### src/rtl/core/md2_hash_engine_defines.svh
// assertion macros shared by the md2 hash engine rtl
// no dependencies; expects clk and arst_n in the scope where a macro is used
`ifndef MD2_HASH_ENGINE_DEFINES_SVH
`define MD2_HASH_ENGINE_DEFINES_SVH

// clocked property, disabled while reset is asserted
`define MD2_ASSERT(lbl, prop, msg) \
	lbl: assert property (@(posedge clk) disable iff (!arst_n) (prop)) else $error(msg);

// expression that must never hold at a clock edge
`define MD2_ASSERT_NEVER(lbl, expr, msg) \
	`MD2_ASSERT(lbl, !(expr), msg)

`endif

### src/rtl/core/md2_pkg.sv
// shared types, constants and the md2 s-box table
// no dependencies
package md2_pkg;

	localparam int BlkBytes  = 16;
	localparam int WorkBytes = 3 * BlkBytes;
	localparam int Rounds    = 18;

	typedef logic [7:0] byte_t;

	typedef enum logic {
		OP_ABSORB = 1'b0,
		OP_FINISH = 1'b1
	} opcode_t;

	typedef enum logic {
		STEP_MIX = 1'b0,
		STEP_SUM = 1'b1
	} step_mode_t;

	localparam byte_t SBOX [256] = '{
		8'd41, 8'd46, 8'd67, 8'd201, 8'd162, 8'd216, 8'd124, 8'd1,
		8'd61, 8'd54, 8'd84, 8'd161, 8'd236, 8'd240, 8'd6, 8'd19,
		8'd98, 8'd167, 8'd5, 8'd243, 8'd192, 8'd199, 8'd115, 8'd140,
		8'd152, 8'd147, 8'd43, 8'd217, 8'd188, 8'd76, 8'd130, 8'd202,
		8'd30, 8'd155, 8'd87, 8'd60, 8'd253, 8'd212, 8'd224, 8'd22,
		8'd103, 8'd66, 8'd111, 8'd24, 8'd138, 8'd23, 8'd229, 8'd18,
		8'd190, 8'd78, 8'd196, 8'd214, 8'd218, 8'd158, 8'd222, 8'd73,
		8'd160, 8'd251, 8'd245, 8'd142, 8'd187, 8'd47, 8'd238, 8'd122,
		8'd169, 8'd104, 8'd121, 8'd145, 8'd21, 8'd178, 8'd7, 8'd63,
		8'd148, 8'd194, 8'd16, 8'd137, 8'd11, 8'd34, 8'd95, 8'd33,
		8'd128, 8'd127, 8'd93, 8'd154, 8'd90, 8'd144, 8'd50, 8'd39,
		8'd53, 8'd62, 8'd204, 8'd231, 8'd191, 8'd247, 8'd151, 8'd3,
		8'd255, 8'd25, 8'd48, 8'd179, 8'd72, 8'd165, 8'd181, 8'd209,
		8'd215, 8'd94, 8'd146, 8'd42, 8'd172, 8'd86, 8'd170, 8'd198,
		8'd79, 8'd184, 8'd56, 8'd210, 8'd150, 8'd164, 8'd125, 8'd182,
		8'd118, 8'd252, 8'd107, 8'd226, 8'd156, 8'd116, 8'd4, 8'd241,
		8'd69, 8'd157, 8'd112, 8'd89, 8'd100, 8'd113, 8'd135, 8'd32,
		8'd134, 8'd91, 8'd207, 8'd101, 8'd230, 8'd45, 8'd168, 8'd2,
		8'd27, 8'd96, 8'd37, 8'd173, 8'd174, 8'd176, 8'd185, 8'd246,
		8'd28, 8'd70, 8'd97, 8'd105, 8'd52, 8'd64, 8'd126, 8'd15,
		8'd85, 8'd71, 8'd163, 8'd35, 8'd221, 8'd81, 8'd175, 8'd58,
		8'd195, 8'd92, 8'd249, 8'd206, 8'd186, 8'd197, 8'd234, 8'd38,
		8'd44, 8'd83, 8'd13, 8'd110, 8'd133, 8'd40, 8'd132, 8'd9,
		8'd211, 8'd223, 8'd205, 8'd244, 8'd65, 8'd129, 8'd77, 8'd82,
		8'd106, 8'd220, 8'd55, 8'd200, 8'd108, 8'd193, 8'd171, 8'd250,
		8'd36, 8'd225, 8'd123, 8'd8, 8'd12, 8'd189, 8'd177, 8'd74,
		8'd120, 8'd136, 8'd149, 8'd139, 8'd227, 8'd99, 8'd232, 8'd109,
		8'd233, 8'd203, 8'd213, 8'd254, 8'd59, 8'd0, 8'd29, 8'd57,
		8'd242, 8'd239, 8'd183, 8'd14, 8'd102, 8'd88, 8'd208, 8'd228,
		8'd166, 8'd119, 8'd114, 8'd248, 8'd235, 8'd117, 8'd75, 8'd10,
		8'd49, 8'd68, 8'd80, 8'd180, 8'd143, 8'd237, 8'd31, 8'd26,
		8'd219, 8'd153, 8'd141, 8'd51, 8'd159, 8'd17, 8'd131, 8'd20
	};

endpackage

### src/rtl/core/md2_stream_if.sv
// valid/ready channel interfaces for the md2 hash engine
// message items in, digest bytes out; no dependencies
interface md2_msg_if;
	logic       valid;
	logic       ready;
	logic       opcode;
	logic [7:0] message_byte;

	modport source (output valid, output opcode, output message_byte, input ready);
	modport sink (input valid, input opcode, input message_byte, output ready);
endinterface

interface md2_digest_if;
	logic       valid;
	logic       ready;
	logic [7:0] digest_byte;
	logic [3:0] byte_index;
	logic       last_byte;

	modport source (output valid, output digest_byte, output byte_index, output last_byte,
		input ready);
	modport sink (input valid, input digest_byte, input byte_index, input last_byte,
		output ready);
endinterface

### src/rtl/core/md2_step_unit.sv
// shared s-box step: one table lookup and xor per cycle
// used for both the 48-byte mixing rounds and the checksum update; uses md2_pkg
module md2_step_unit (
	input  md2_pkg::step_mode_t mode,
	input  md2_pkg::byte_t      head,
	input  md2_pkg::byte_t      blk_byte,
	input  md2_pkg::byte_t      acc,
	output md2_pkg::byte_t      result
);
	import md2_pkg::*;

	byte_t sbox_idx;

	always_comb begin
		case (mode)
			STEP_MIX: sbox_idx = acc;
			STEP_SUM: sbox_idx = blk_byte ^ acc;
			default:  sbox_idx = acc;
		endcase
	end

	assign result = head ^ SBOX[sbox_idx];

endmodule

### src/rtl/core/md2_hash_engine.sv
// md2 message digest engine: block buffer, state, checksum and sequencer
// uses md2_pkg, md2_stream_if, md2_step_unit and md2_hash_engine_defines.svh
//
// usage:
//   msg carries one item per transfer: opcode absorb appends message_byte to
//   the 16-byte block, opcode finish pads, closes the message and produces the
//   digest. digest carries the 16 digest bytes in order, byte_index 0 first,
//   last_byte high on byte 15.
// sequence:
//   an absorb that does not complete a block only stores its byte and leaves
//   msg.ready high. the absorb that completes a block runs a load state, then
//   18 rounds x 48 steps of the single s-box step unit, then 16 checksum steps
//   on the same unit, before msg.ready returns. a finish runs the block compress
//   and checksum, then one more compress over the checksum, after which the 16
//   digest bytes are offered, at most one per cycle.
// msg.ready is low during block work and after a finish until the last digest
// transfer. a stalled digest receiver simply holds the engine in its output
// phase with the current byte steady. after the last digest byte the state,
// checksum and fill count return to zero and the next item opens a new
// message. arst_n clears the same state asynchronously.
`include "md2_hash_engine_defines.svh"

module md2_hash_engine (
	input logic          clk,
	input logic          arst_n,
	md2_msg_if.sink      msg,
	md2_digest_if.source digest
);
	import md2_pkg::*;

	typedef enum logic [4:0] {
		ST_IDLE = 5'b00001,
		ST_LOAD = 5'b00010,
		ST_MIX  = 5'b00100,
		ST_SUM  = 5'b01000,
		ST_EMIT = 5'b10000
	} state_t;

	state_t     state_q;
	logic [5:0] step_q;
	logic [4:0] round_q;
	logic [3:0] fill_q;
	logic       fin_q;
	logic       second_q;
	byte_t      acc_q;

	byte_t work_q  [WorkBytes];
	byte_t chain_q [BlkBytes];
	byte_t csum_q  [BlkBytes];
	byte_t blk_q   [BlkBytes];

	byte_t      padded   [BlkBytes];
	byte_t      load_blk [BlkBytes];
	byte_t      pad_val;
	byte_t      step_new;
	byte_t      step_head;
	step_mode_t step_mode;
	logic       in_fire;
	logic       out_fire;
	logic       mix_last_step;
	logic       mix_done;
	logic       emit_last;

	assign in_fire       = msg.valid & msg.ready;
	assign out_fire      = digest.valid & digest.ready;
	assign mix_last_step = (step_q == 6'(WorkBytes - 1));
	assign mix_done      = mix_last_step && (round_q == 5'(Rounds - 1));
	assign emit_last     = (step_q[3:0] == 4'hF);

	assign msg.ready = (state_q == ST_IDLE);

	assign digest.valid       = (state_q == ST_EMIT);
	assign digest.digest_byte = chain_q[step_q[3:0]];
	assign digest.byte_index  = step_q[3:0];
	assign digest.last_byte   = emit_last;

	// n missing bytes each take the value n
	assign pad_val = 8'(5'd16 - {1'b0, fill_q});

	always_comb begin
		for (int k = 0; k < BlkBytes; k++) begin
			padded[k]   = (4'(k) >= fill_q) ? pad_val : blk_q[k];
			load_blk[k] = second_q ? csum_q[k] : blk_q[k];
		end
	end

	assign step_mode = (state_q == ST_SUM) ? STEP_SUM : STEP_MIX;
	assign step_head = (state_q == ST_SUM) ? csum_q[0] : work_q[0];

	md2_step_unit u_step (
		.mode     (step_mode),
		.head     (step_head),
		.blk_byte (blk_q[step_q[3:0]]),
		.acc      (acc_q),
		.result   (step_new)
	);

	// sequencer
	always_ff @(posedge clk or negedge arst_n) begin
		if (!arst_n) begin
			state_q  <= ST_IDLE;
			step_q   <= '0;
			round_q  <= '0;
			fill_q   <= '0;
			fin_q    <= 1'b0;
			second_q <= 1'b0;
			acc_q    <= '0;
		end else begin
			case (state_q)
				ST_IDLE: begin
					if (in_fire) begin
						if (msg.opcode == OP_FINISH) begin
							fin_q   <= 1'b1;
							state_q <= ST_LOAD;
						end else if (fill_q == 4'hF) begin
							fill_q  <= '0;
							state_q <= ST_LOAD;
						end else begin
							fill_q <= fill_q + 4'd1;
						end
					end
				end
				ST_LOAD: begin
					step_q  <= '0;
					round_q <= '0;
					acc_q   <= '0;
					state_q <= ST_MIX;
				end
				ST_MIX: begin
					if (mix_last_step) begin
						step_q <= '0;
						if (mix_done) begin
							if (second_q) begin
								state_q <= ST_EMIT;
							end else begin
								// checksum chain starts from its last byte
								acc_q   <= csum_q[BlkBytes - 1];
								state_q <= ST_SUM;
							end
						end else begin
							acc_q   <= step_new + 8'(round_q);
							round_q <= round_q + 5'd1;
						end
					end else begin
						step_q <= step_q + 6'd1;
						acc_q  <= step_new;
					end
				end
				ST_SUM: begin
					acc_q <= step_new;
					if (step_q[3:0] == 4'hF) begin
						step_q <= '0;
						if (fin_q) begin
							second_q <= 1'b1;
							state_q  <= ST_LOAD;
						end else begin
							state_q <= ST_IDLE;
						end
					end else begin
						step_q <= step_q + 6'd1;
					end
				end
				ST_EMIT: begin
					if (out_fire) begin
						if (emit_last) begin
							step_q   <= '0;
							fill_q   <= '0;
							fin_q    <= 1'b0;
							second_q <= 1'b0;
							state_q  <= ST_IDLE;
						end else begin
							step_q <= step_q + 6'd1;
						end
					end
				end
				default: state_q <= ST_IDLE;
			endcase
		end
	end

	// chain state and running checksum
	always_ff @(posedge clk or negedge arst_n) begin
		if (!arst_n) begin
			for (int k = 0; k < BlkBytes; k++) begin
				chain_q[k] <= '0;
				csum_q[k]  <= '0;
			end
		end else begin
			if (state_q == ST_MIX && mix_done) begin
				// work array is one rotation short of home on the last step
				for (int k = 0; k < BlkBytes; k++) begin
					chain_q[k] <= work_q[k + 1];
				end
			end
			if (state_q == ST_SUM) begin
				for (int k = 0; k < BlkBytes - 1; k++) begin
					csum_q[k] <= csum_q[k + 1];
				end
				csum_q[BlkBytes - 1] <= step_new;
			end
			if (out_fire && emit_last) begin
				for (int k = 0; k < BlkBytes; k++) begin
					chain_q[k] <= '0;
					csum_q[k]  <= '0;
				end
			end
		end
	end

	// 48-byte work array rotates one byte per step through the step unit
	always_ff @(posedge clk) begin
		if (state_q == ST_LOAD) begin
			for (int k = 0; k < BlkBytes; k++) begin
				work_q[k]                <= chain_q[k];
				work_q[BlkBytes + k]     <= load_blk[k];
				work_q[2 * BlkBytes + k] <= chain_q[k] ^ load_blk[k];
			end
		end else if (state_q == ST_MIX) begin
			for (int k = 0; k < WorkBytes - 1; k++) begin
				work_q[k] <= work_q[k + 1];
			end
			work_q[WorkBytes - 1] <= step_new;
		end
	end

	// block buffer
	always_ff @(posedge clk) begin
		if (in_fire) begin
			if (msg.opcode == OP_FINISH) begin
				for (int k = 0; k < BlkBytes; k++) begin
					blk_q[k] <= padded[k];
				end
			end else begin
				blk_q[fill_q] <= msg.message_byte;
			end
		end
	end

	`MD2_ASSERT(a_emit_only_after_finish, digest.valid |-> fin_q && second_q,
		"digest offered outside the finish sequence")
	`MD2_ASSERT(a_mix_counters, state_q == ST_MIX |-> step_q < 6'd48 && round_q < 5'd18,
		"mixing counters out of range")
	`MD2_ASSERT_NEVER(a_sum_step_range, state_q == ST_SUM && step_q > 6'd15,
		"checksum step beyond block length")
	`MD2_ASSERT(a_full_block_compress,
		in_fire && msg.opcode == OP_ABSORB && fill_q == 4'hF
			|=> state_q == ST_LOAD && fill_q == 4'h0,
		"full block did not start compression")
	`MD2_ASSERT(a_clear_after_digest,
		out_fire && digest.last_byte
			|=> state_q == ST_IDLE && !fin_q && fill_q == 4'h0 && chain_q[0] == 8'h0,
		"state not cleared after last digest byte")

endmodule

### src/flat_wrapper.sv
// flat-port wrapper written by rule: the top's interface ports become plain ports
module md2_hash_engine_flat import md2_pkg::*;
  (clk, arst_n, msg_valid, msg_opcode, msg_message_byte, msg_ready, digest_valid, digest_digest_byte, digest_byte_index, digest_last_byte, digest_ready);
  md2_msg_if msg_i ();
  md2_digest_if digest_i ();
  input logic clk;
  input logic arst_n;
  input wire logic [$bits(msg_i.valid)-1:0] msg_valid;
  input wire logic [$bits(msg_i.opcode)-1:0] msg_opcode;
  input wire logic [$bits(msg_i.message_byte)-1:0] msg_message_byte;
  output wire logic [$bits(msg_i.ready)-1:0] msg_ready;
  output wire logic [$bits(digest_i.valid)-1:0] digest_valid;
  output wire logic [$bits(digest_i.digest_byte)-1:0] digest_digest_byte;
  output wire logic [$bits(digest_i.byte_index)-1:0] digest_byte_index;
  output wire logic [$bits(digest_i.last_byte)-1:0] digest_last_byte;
  input wire logic [$bits(digest_i.ready)-1:0] digest_ready;
  assign msg_i.valid = msg_valid;
  assign msg_i.opcode = msg_opcode;
  assign msg_i.message_byte = msg_message_byte;
  assign msg_ready = msg_i.ready;
  assign digest_valid = digest_i.valid;
  assign digest_digest_byte = digest_i.digest_byte;
  assign digest_byte_index = digest_i.byte_index;
  assign digest_last_byte = digest_i.last_byte;
  assign digest_i.ready = digest_ready;
  md2_hash_engine u_core (.clk(clk), .arst_n(arst_n), .msg(msg_i), .digest(digest_i));
endmodule
### config.mk
export PLATFORM = sky130hd
export DESIGN_NAME = md2_hash_engine_flat
export DESIGN_NICKNAME = d
export VERILOG_FILES = /design/src/rtl/core/md2_pkg.sv /design/src/rtl/core/md2_stream_if.sv /design/src/rtl/core/md2_step_unit.sv /design/src/rtl/core/md2_hash_engine.sv /design/src/flat_wrapper.sv
export VERILOG_INCLUDE_DIRS = /design/src /design/src/rtl/core
export SDC_FILE = /design/constraint.sdc
export NUM_CORES = 2
export LEC_CHECK = 0
export CAP_MARGIN = 25
export CORE_ASPECT_RATIO = 1.2
export CORE_UTILIZATION = 35
export DETAILED_ROUTE_END_ITERATION = 10
export DONT_BUFFER_PORTS = 1
export MAX_ROUTING_LAYER = met4
export PLACE_DENSITY = 0.6
export REMOVE_ABC_BUFFERS = 1
export SETUP_SLACK_MARGIN = 0.3
export SLEW_MARGIN = 10
export SYNTH_ARGS = -nofsm -noshare
export SYNTH_HDL_FRONTEND = slang
export SYNTH_SLANG_ARGS = --single-unit
### constraint.sdc
create_clock -name clk -period 16.74 [get_ports clk]
set_clock_uncertainty 0.15 [all_clocks]
set_input_delay 0.837 -clock clk [delete_from_list [all_inputs] [get_ports clk]]
set_output_delay 0.837 -clock clk [all_outputs]
set_load 0.05 [all_outputs]
==> results.sh <==
export IMPL_nFillCells=11258
export IMPL_layout_setup_ws_ps=7837
export IMPL_grt_pass1_vias=29876
export IMPL_dp_slack_ps=8150
export IMPL_tritoncts="yes"
export IMPL_p_per_area_nw_per_um2=138.2
export IMPL_cp_start_kind="flop"
export IMPL_min_path_type="in2reg"
export IMPL_status="complete, but fails checks"
export IMPL_crit_family="simple AND/OR/NAND/NOR gates"
export IMPL_initial_core_util_pct=35.38
export IMPL_cts_sinks=798
export IMPL_total_power_w=0.006271
export IMPL_syn_area_um2=41170
export IMPL_numPortBuffers=0
export IMPL_core_area_um2=116400
export IMPL_antenna_left=0
export IMPL_cp_end_kind="flop"
export IMPL_async_flop_share_pct=35.84
export IMPL_holdPathStages=1
export IMPL_synth_seq_cells=798
export IMPL_hpwl_mm=80.24
export IMPL_hold_viol=0
export IMPL_synthCells=4118
export IMPL_post_cts_buffers=0
export IMPL_grt_pass1_wl_mm=194.6
export IMPL_numCtsBuffers=81
export IMPL_whs_ps=209.9
export IMPL_setup_viol=0
export IMPL_antenna_found_initial=4
export IMPL_vdd_drop_max_v=0.0001133
export IMPL_tightest_slew_ps=1455
export IMPL_rsz0062_at_grt="no"
export IMPL_syn_avg_cell_area_um2=9.998
export IMPL_finalSetupTns_ps=0
export IMPL_period_share_pct=53.19
export IMPL_routed_wirelength_mm=128.9
export IMPL_dr_pass1_iters=8
export IMPL_path_max_fanout=38
export IMPL_synth_cell_types=100
export IMPL_clk_latency_ps=670
export IMPL_cts_buffer_depth=3
export IMPL_violations="DRC"
export IMPL_yosysWarnings=0
export IMPL_reg2reg_depth=28
export IMPL_p_leak_nw=17.26
export IMPL_cts_hold_buf=2
export IMPL_max_cap_violations=0
export IMPL_ys_seq_area_share_pct=54.73
export IMPL_cts_reportedPaths_clkPinSlew_ps=70
export IMPL_synth_top_flop_cell="edfxtp_1"
export IMPL_avgViaCountPerCell=5.613
export IMPL_grt_start_max_net_pins=286
export IMPL_std_cell_rows=137
export IMPL_die_area_um2=119000
export IMPL_slew_headroom_pct=2.995
export IMPL_place_gp_congestion=0.9218
export IMPL_period_minus_slack_ps=8903
export IMPL_max_stage_delay_ps=850
export IMPL_drive_gt1_share_pct=9.339
export IMPL_cts_root_buf="clkbuf_16"
export IMPL_worst_setup_path_type="reg2reg"
export IMPL_path_buf_inv=6
export IMPL_slew_viol_final=0
export IMPL_cts_max_level=3
export IMPL_vias=31260
export IMPL_synth_edf_count=512
export IMPL_die_h_um=377.7
export IMPL_drc=1
export IMPL_cts_resized=0
export IMPL_timing_fmax_mhz=112.3
export IMPL_drt_iter0_markers=2981
export IMPL_area_growth_pct=10.19
export IMPL_wl_per_cell_um=23.14
export IMPL_fin_nets=4001
export IMPL_overflow=0
export IMPL_ios=28
export IMPL_arrival_ps=9290
export IMPL_slowest_stage="ha_1"
export IMPL_dieWidth_um=315.1
export IMPL_grt_util_all_layers_pct=22.12
export IMPL_critPathRequiredTime_ps=17130
export IMPL_cp_depth=28
-- state kept, by name, indices dropped and copies added, names as in the netlist --
signal	count
u_core.csum_q	128
u_core.fin_q	1
u_core.acc_q	8
u_core.state_q	5
u_core.blk_q	128
u_core.fill_q	4
u_core.round_q	5
u_core.step_q	6
u_core.second_q	1
u_core.work_q	384
u_core.chain_q	128
-- cells in the final DEF, fill, tap and decap left out, types with 10 or more instances in the layout --
cell,synthesis,routed
xor2_1,135,133
mux4_2,68,68
nor2_1,347,339
and2_1,51,51
nor3_1,36,31
clkbuf_8,0,11
buf_4,11,78
a221oi_1,12,12
nand3_1,38,37
nand2_1,1041,1040
o22ai_1,14,14
a211oi_1,21,21
mux2i_1,163,163
o211ai_1,21,21
a31oi_1,20,20
xnor2_1,20,18
clkbuf_1,221,19
inv_1,29,28
a22oi_1,12,12
o221ai_1,12,12
clkbuf_16,0,84
o21ai_0,235,235
ha_1,19,19
edfxtp_1,512,512
dfrtp_1,285,281
clkinv_2,0,16
mux2_2,22,22
a21oi_1,466,464
a2111oi_0,10,10
o21ai_1,10,10
-- worst reg2reg max path, delay by kind of cell, from the launching register on --
family | cells | cell delay [ps]
simple gates | 6 | 2050
compound gates | 10 | 1500
flops | 1 | 720
fa+ha+maj | 3 | 1470
mux | 2 | 910
xor+xnor | 1 | 230
buf+inv | 6 | 1750
-- metrics by stage --
step                      util, %  area, µm²  cells
after floorplan                 -      39780   3797
after global routing        38.98      45370   5569
after detailed placement    36.53      42520   5405
final                       38.98      45370   5569
after global placement      36.52      42500   5403
after CTS                   38.85      45220   5559
-- final timing paths --
kind                                     start                  end  slack (ps)
max                           u_core.step_q[2]      u_core.acc_q[6]        7840
min                        msg_message_byte[7]  u_core.blk_q[14][7]         210
max reg2reg                   u_core.step_q[2]      u_core.acc_q[6]        7840
min reg2reg                u_core.work_q[1][2]   u_core.chain_q[66]         330
max in group asynchronous               arst_n     u_core.csum_q[2]       14220
min in group asynchronous               arst_n   u_core.chain_q[28]         510
-- metal layers --
metal / track usage (%) / vias to the layer above / share of wire, %
li1: - / 14210 / -
met1: 28.34 / 15584 / 41
met2: 35.13 / 1186 / 48
met3: 3.464 / 280 / 6.8
met4: 8.436 / 0 / 3.8
met5: - / - / 0
-- power by group --
group,internal (W),switching [W],leakage [nW]
clock network,0.00104,0.000805,1.31
logic,0.000509,0.00121,8.82
registers,0.00255,0.000162,7.12
-- cell usage after synthesis, types with 11 or more instances --
library cell | count | area (µm²)
buf_4 | 11 | 82.58
o21ai_0 | 235 | 1176
edfxtp_1 | 512 | 15370
mux2i_1 | 163 | 1632
nor3_1 | 36 | 180.2
and2_1 | 51 | 319.1
mux2_2 | 22 | 247.7
nor2_1 | 347 | 1303
o221ai_1 | 12 | 105.1
xor2_1 | 135 | 1182
a22oi_1 | 12 | 90.09
xnor2_1 | 20 | 175.2
a211oi_1 | 21 | 157.7
o211ai_1 | 21 | 157.7
a21oi_1 | 466 | 2332
o22ai_1 | 14 | 87.58
nand3_1 | 38 | 190.2
dfrtp_1 | 285 | 7132
nand2_1 | 1041 | 3908
buf_1 | 30 | 112.6
a221oi_1 | 12 | 105.1
ha_1 | 19 | 237.7
inv_1 | 29 | 108.9
clkbuf_1 | 221 | 829.6
buf_2 | 50 | 250.2
a31oi_1 | 20 | 125.1
mux4_2 | 68 | 1531
-- area by class of cell --
class                   instances  area, µm²  area share [%]
multi-input cells            2967      17320           38.18
clock buffers                 114       2325           5.124
flip-flops and latches        798      22550           49.70
inverters                      32      127.6          0.2813
diodes                          3      7.507         0.01655
clock inverters                38      339.1          0.7474
repair buffers                 88      788.3           1.737
well taps                    1529       1913           4.217
-- logic make-up (layout without fill, tap and decap cells) --
group	count (synthesis)	after routing	share of synthesized area, %
AOI/OAI and AO/OA	941	941	13.35
xor gates and xnor gates	161	161	3.549
adders and majority gates	21	21	0.6503
buffers and inverters	353	272	3.665
DFF	798	798	54.73
muxes	255	255	8.412
other	0	3	0
and+or+nand+nor	1589	1589	15.65
(Power assumes the default switching activity.)
